==> src/rtl/window_fetch_with_border_modes_assert.svh <==
// ----------------------------------------------------------------------------
// window fetch assertion macros
// clocked on clk, disabled while rst_n is low
// ----------------------------------------------------------------------------
`ifndef WINDOW_FETCH_WITH_BORDER_MODES_ASSERT_SVH
`define WINDOW_FETCH_WITH_BORDER_MODES_ASSERT_SVH

// same-cycle implication
`define WFBM_ASSERT_NOW(name, ante, cons, msg) \
    name: assert property (@(posedge clk) disable iff (!rst_n) (ante) |-> (cons)) \
        else $error(msg);

// next-cycle implication
`define WFBM_ASSERT_NXT(name, ante, cons, msg) \
    name: assert property (@(posedge clk) disable iff (!rst_n) (ante) |=> (cons)) \
        else $error(msg);

`endif

==> src/rtl/wfbm_pkg.sv <==
// ----------------------------------------------------------------------------
// wfbm_pkg
// shared types, constants and helpers of the window fetch block
// ----------------------------------------------------------------------------
`timescale 1ns / 1ps
`default_nettype none

package wfbm_pkg;

    localparam int COORD_W   = 6;
    localparam int SIZE_W    = 7;
    localparam int PIX_W     = 24;
    localparam int WIN_W     = 3;
    localparam int ADDR_W    = 2 * COORD_W;
    localparam int MEM_DEPTH = 1 << ADDR_W;
    localparam int CFG_IDX_W = 3;

    localparam logic [SIZE_W-1:0] MAX_WIDTH  = 7'd64;
    localparam logic [SIZE_W-1:0] MAX_HEIGHT = 7'd64;

    // register indexes
    localparam logic [CFG_IDX_W-1:0] REG_IMAGE_WIDTH    = 3'd0;
    localparam logic [CFG_IDX_W-1:0] REG_IMAGE_HEIGHT   = 3'd1;
    localparam logic [CFG_IDX_W-1:0] REG_EDGE_MODE      = 3'd2;
    localparam logic [CFG_IDX_W-1:0] REG_CHANNEL_SELECT = 3'd3;
    localparam logic [CFG_IDX_W-1:0] REG_HALF_SIZE      = 3'd4;

    // edge modes
    localparam logic [1:0] EDGE_WRAP   = 2'd0;
    localparam logic [1:0] EDGE_BLACK  = 2'd1;
    localparam logic [1:0] EDGE_CLAMP  = 2'd2;
    localparam logic [1:0] EDGE_DIRECT = 2'd3;

    // channels
    localparam logic [1:0] CH_RED   = 2'd0;
    localparam logic [1:0] CH_GREEN = 2'd1;
    localparam logic [1:0] CH_BLUE  = 2'd2;
    localparam logic [1:0] CH_LUMA  = 2'd3;

    // item opcodes
    localparam logic OP_WRITE = 1'b0;
    localparam logic OP_FETCH = 1'b1;

    typedef struct packed {
        logic       load;
        logic       mod_step;
        logic [2:0] bit_idx;
        logic       back_step;
        logic       issue;
        logic       wr;
    } wfbm_cmd_t;

    typedef struct packed {
        logic adv;
        logic last_elem;
    } wfbm_sts_t;

    function automatic logic [SIZE_W-1:0] clamp_size(input logic [SIZE_W-1:0] v,
                                                     input logic [SIZE_W-1:0] max_v);
        logic [SIZE_W-1:0] res;
        begin
            if (v == '0)
                res = 7'd1;
            else if (v > max_v)
                res = max_v;
            else
                res = v;
            return res;
        end
    endfunction

    function automatic logic [7:0] pick_channel(input logic [PIX_W-1:0] rgb,
                                                input logic [1:0] sel);
        logic [12:0] luma;
        logic [7:0]  res;
        begin
            luma = 13'd11 * {5'd0, rgb[23:16]} + {1'b0, rgb[15:8], 4'd0}
                 + 13'd5 * {5'd0, rgb[7:0]};
            case (sel)
                CH_RED:   res = rgb[23:16];
                CH_GREEN: res = rgb[15:8];
                CH_BLUE:  res = rgb[7:0];
                default:  res = luma[12:5];
            endcase
            return res;
        end
    endfunction

endpackage

`default_nettype wire

==> src/rtl/wfbm_ctrl.sv <==
// ----------------------------------------------------------------------------
// wfbm_ctrl
// sequencer: item accept, start coordinate setup and window streaming
// ----------------------------------------------------------------------------
`timescale 1ns / 1ps
`default_nettype none

module wfbm_ctrl (
    input  logic                clk,
    input  logic                rst_n,
    input  logic                in_valid,
    output logic                in_ready,
    input  logic                op,
    input  logic [1:0]          half_size,
    input  wfbm_pkg::wfbm_sts_t sts,
    output wfbm_pkg::wfbm_cmd_t cmd
);
    import wfbm_pkg::*;

    localparam logic [1:0] ST_IDLE   = 2'd0;
    localparam logic [1:0] ST_MOD    = 2'd1;
    localparam logic [1:0] ST_BACK   = 2'd2;
    localparam logic [1:0] ST_STREAM = 2'd3;

    localparam logic [2:0] MOD_LAST = 3'(COORD_W - 1);

    logic [1:0] state_reg, state_next;
    logic [2:0] step_reg, step_next;
    logic       accept;

    assign in_ready = (state_reg == ST_IDLE);
    assign accept   = in_valid && in_ready;

    always_comb
    begin
        state_next    = state_reg;
        step_next     = step_reg;
        cmd           = '0;
        cmd.wr        = accept && (op == OP_WRITE);
        cmd.load      = accept && (op == OP_FETCH);
        cmd.bit_idx   = MOD_LAST - step_reg;
        case (state_reg)
            ST_IDLE:
            begin
                step_next = '0;
                if (cmd.load)
                    state_next = ST_MOD;
            end
            ST_MOD:
            begin
                cmd.mod_step = 1'b1;
                step_next    = step_reg + 3'd1;
                if (step_reg == MOD_LAST)
                begin
                    step_next  = '0;
                    state_next = (half_size == 2'd0) ? ST_STREAM : ST_BACK;
                end
            end
            ST_BACK:
            begin
                cmd.back_step = 1'b1;
                step_next     = step_reg + 3'd1;
                if (step_reg[1:0] == half_size - 2'd1)
                begin
                    step_next  = '0;
                    state_next = ST_STREAM;
                end
            end
            ST_STREAM:
            begin
                cmd.issue = 1'b1;
                if (sts.adv && sts.last_elem)
                    state_next = ST_IDLE;
            end
            default:
            begin
                state_next = ST_IDLE;
                step_next  = '0;
            end
        endcase
    end

    always_ff @(posedge clk or negedge rst_n)
    begin
        if (!rst_n)
        begin
            state_reg <= ST_IDLE;
            step_reg  <= '0;
        end
        else
        begin
            state_reg <= state_next;
            step_reg  <= step_next;
        end
    end

endmodule

`default_nettype wire

==> config.mk <==
export PLATFORM = sky130hd
export DESIGN_NAME = wfbm_ctrl
export DESIGN_NICKNAME = d
export VERILOG_FILES = /design/src/rtl/window_fetch_with_border_modes_assert.svh /design/src/rtl/wfbm_pkg.sv /design/src/rtl/wfbm_ctrl.sv
export SDC_FILE = /design/constraint.sdc
export NUM_CORES = 1
export LEC_CHECK = 0
export BUFFER_PORTS_ARGS = -buffer_cell sky130_fd_sc_hd__buf_2
export CAP_MARGIN = 20
export CELL_PAD_IN_SITES_DETAIL_PLACEMENT = 1
export CELL_PAD_IN_SITES_GLOBAL_PLACEMENT = 2
export CORE_AREA = 2 2 44 46
export DETAILED_ROUTE_END_ITERATION = 10
export DIE_AREA = 0 0 46 48
export HOLD_SLACK_MARGIN = 0.06
export PLACE_DENSITY = 0.83
export RECOVER_POWER = 100
export SETUP_SLACK_MARGIN = 0.3
export SYNTH_ARGS = -nofsm -noshare
export SYNTH_HDL_FRONTEND = slang
export SYNTH_SLANG_ARGS = --single-unit
export TNS_END_PERCENT = 1
==> constraint.sdc <==
create_clock -name clk -period 5.3 [get_ports clk]
set_clock_uncertainty 0.2 [all_clocks]
set_input_delay 0.53 -clock clk [delete_from_list [all_inputs] [get_ports clk]]
set_output_delay 0.53 -clock clk [all_outputs]
set_load 0.1 [all_outputs]
**Word-level counts from Yosys, hierarchy flattened**

Cells that the tools add are included.

- Register bits after elaboration: 5
- Latch bits: 0
- RAM bits: 0
- Memory bits (read-only): 0
- Output and inout bits: 9
- Logic and storage cells: 35
- Memories kept: 0

- Add/sub/neg operators: 3
- Multipliers: 0
- Divide/modulo/power cells: 0
- Order comparisons: 0
- Equality and inequality tests: 9
- Shift operators: 0
- Muxes and demuxes: 12
- Bitwise operators: 1
- Reduce and logical (&&, ||, !) cells: 8

Operators by type and width:

| operator | count |
|---|---|
| $pmux 3 s3 | 1 |
| $mux 2 | 4 |
| $pmux 2 s4 | 1 |
| $mux 3 | 2 |
| $ne 2x2->1 const B | 3 |
| $eq 2x2->1 const B | 2 |
| $logic_and 1x1->1 | 4 |
| $logic_not 2->1 | 2 |
| $mux 1 | 4 |
| $reduce_and 4->1 | 1 |
| $add 3x1->3 const B | 1 |
| $eq 3x3->1 const B | 1 |
| $reduce_bool 3->1 | 1 |
| $sub 3x3->3 const A | 1 |
| $eq 2x1->1 const B | 1 |
| $eq 2x2->1 | 1 |
| $ne 2x1->1 const B | 1 |
| $sub 2x1->2 const B | 1 |
| $not 1->1 | 1 |

**Depth between registers and ports, before layout**

- Depth in word-level cells: 5
- Gate-level depth with buffers: 6
- Mapped depth without buffers: 6

**Worst setup path after synthesis**

Ideal clock, no wire load.

- Path type: flip-flop to output port
- Start: register state_reg[0]
- End: output port cmd[0] (netlist name)
- Arrival time: 2738 ps
- Required time: 4570 ps
- Slack: 1832 ps
- Stages on the path, launching flop included: 5
- Path buffers: 0
- Path through: dfrtp_1 -> inv_1 -> ha_1 -> nand2_1 -> nor2_1

RTL lines:

| item | RTL line | source |
|---|---|---|
| from (decl) | wfbm_ctrl.sv:27 | `logic [1:0] state_reg, state_next;` |
| from (signal assigned) | wfbm_ctrl.sv:92 | `state_reg <= state_next;` |
| to (decl) | wfbm_ctrl.sv:16 | `output wfbm_pkg::wfbm_cmd_t cmd` |

==> flow_metrics.tcl <==
set metrics [dict create \
    report.final.hold_viol_count 0 \
    initial_core_util_pct 25.7 \
    finalSetupTns_ns 0 \
    setup_viol 0 \
    grt.total_usage_pct 10.7 \
    cts.sink_count 5 \
    nets 84 \
    max_freq_mhz 362 \
    cts_hold_buf 1 \
    tightest_slew_ns 1.17 \
    min_path_type "reg2reg" \
    path_max_fanout 5 \
    cts_root_buf "clkbuf_4" \
    die_area_mm2 0.00221 \
    layout-drive-gt1-share_pct 17.6 \
    post-route-period-util_pct 52.1 \
    arrival_ns 2.03 \
    regArea_um2 125 \
    dp.cells 80 \
    relSlewSlack_pct 22.3 \
    fp.dieH_um 48 \
    cts_max_level 1 \
    cts_buffers 3 \
    syn_nets 63 \
    largest_reg_flops 3 \
    multiInputGateArea_um2 269 \
    worstSkewPairLatency_ns 0.23 \
    grt_overflow 0 \
    synth_area_um2 434 \
    clk_pin_slew_worst_paths_ns 0.04 \
    worst_ep_required_time_ns 4.57 \
    crit_path_end_kind "output port" \
    slew_viol_final 0 \
    fin_cells 85 \
    wl_per_cell_um 12.0 \
    dp_hpwl_um 867 \
    status "completed" \
    rows 15 \
    grt_start_max_net_pins 9 \
    first_pass_iters 3 \
    clk_path_buf_depth 2 \
    antenna_found_initial 0 \
    synth_cells 48 \
    cts_tree "done" \
    io_pins 17 \
    drcViolationCount 0 \
    crit_chain "inv_1 > ha_1 > and3_1 > clkbuf_1" \
    crit_path_max_incr_delay_ns 0.86 \
    place.gp.congestion 0.711 \
    max-cap-violations 0 \
    wl_mm 1.02 \
    layout_common_cells "12 x clkbuf_1, 9 x nand2_1, 7 x ha_1" \
    antenna_cells 0 \
    crit_path_top_delay_cell "clkbuf_1" \
    grt_pass1_vias 367 \
    areaGrowthSynthToFinish_pct 24.5 \
    final_common_cell "clkbuf_1" \
    io_buffers 16 \
    grt_pass1_wl_mm 1.59 \
    synth_warnings 0 \
    vias 387 \
    post_cts_resized 0 \
    synth_cell_types 22 \
    yosysSeqAreaShare_pct 28.8 \
    nFillCells 216 \
    core_area_mm2 0.00169 \
    path_class "reg2out" \
    synth_area_per_cell_um2 9.05 \
    rsz0062_at_grt "no" \
    period_minus_slack_ns 2.76 \
    drtIter0Drc 2 \
    die_width_um 46 \
    ys_ff_latch 5 \
    via_per_inst 4.55 \
    ant_nets 0 \
    post_cts_buffers 0 \
    cp-start-kind "flop" \
]
==> synthesized netlist by cell type <==
cell       number  area, µm²
nand2_2         1       6.26
o2bb2ai_1       1       8.76
o21ai_1         1       5.00
o21ai_2         1       8.76
buf_4           1       7.51
xnor2_1         2       17.5
nor2b_1         1       6.26
o221ai_1        1       8.76
a21oi_1         1       5.00
nand2_1         9       33.8
a21boi_2        1       11.3
nor2_1          2       7.51
inv_1           6       22.5
o21a_2          1       8.76
o211ai_1        2       15.0
mux2_4          1       15.0
and3_1          1       6.26
dfrtp_1         5        125
nor3b_1         1       7.51
a221oi_2        1       15.0
nand3_1         1       5.00
ha_1            7       87.6
==> cell type report <==
class                      count  share of cell area, %
timing repair buffer          17                   14.1
sequential                     5                   23.1
tap                           17                   3.94
multi-input combinational     36                   49.8
inverter                       6                   4.17
clock buffer                   4                   4.86
==> final timing paths <==
kind	from	end	slack (ns)	cells after the start
worst max register to register	state_reg[1]$_DFFE_PN0P_	state_reg[1]$_DFFE_PN0P_	3.26	6
min in group asynchronous	rst_n	state_reg[1]$_DFFE_PN0P_	0.47	2
worst min-delay path	step_reg[2]$_DFFE_PN0P_	step_reg[2]$_DFFE_PN0P_	0.34	2
worst max-delay path	state_reg[1]$_DFFE_PN0P_	cmd[7]	2.54	4
max in group asynchronous	rst_n	step_reg[1]$_DFFE_PN0P_	4.22	2
worst min register to register	step_reg[2]$_DFFE_PN0P_	step_reg[2]$_DFFE_PN0P_	0.34	2
==> critical path, delay by kind of cell (launching register included) <==
kind	cells	cell delay, ns
buffers and inverters	2	0.98
flip-flops	1	0.41
AND/OR/NAND/NOR	1	0.17
adder cells (fa/ha/maj)	1	0.23
==> routing by layer <==
layer / global-route usage, % / part of all wire (%) / vias up
met2: 15.8 / 46 / 11
met5: 0 / 0 / -
li1: - / - / 202
met3: 3.02 / 6.0 / 2
met1: 12.7 / 47 / 172
met4: 9.14 / 0.98 / 0
==> metrics by stage <==
step                      hold WS [ns]  util [%]  instance area (µm²)  setup WS [ns]
after detailed placement         0.148      31.3                  528           3.22
after floorplan                 0.0344         -                  434           1.83
after CTS                        0.343      33.4                  564           2.96
final                            0.339      32.0                  541           2.54
after global placement           0.146      31.3                  528           3.26
after global routing             0.385      32.0                  541           2.43
==> cell families after synthesis <==
group	count (synthesis)	share of synthesized area (%)
AOI/OAI and AO/OA	10	19.9
xor gates and xnor gates	2	4.04
and+or+nand+nor	16	16.7
buffers and inverters	7	6.92
adders and majority gates	7	20.2
muxes	1	3.46
DFF	5	28.8
Power is not shown: default switching activity piles up to over one toggle a cycle in this logic, so the estimate is an artifact.
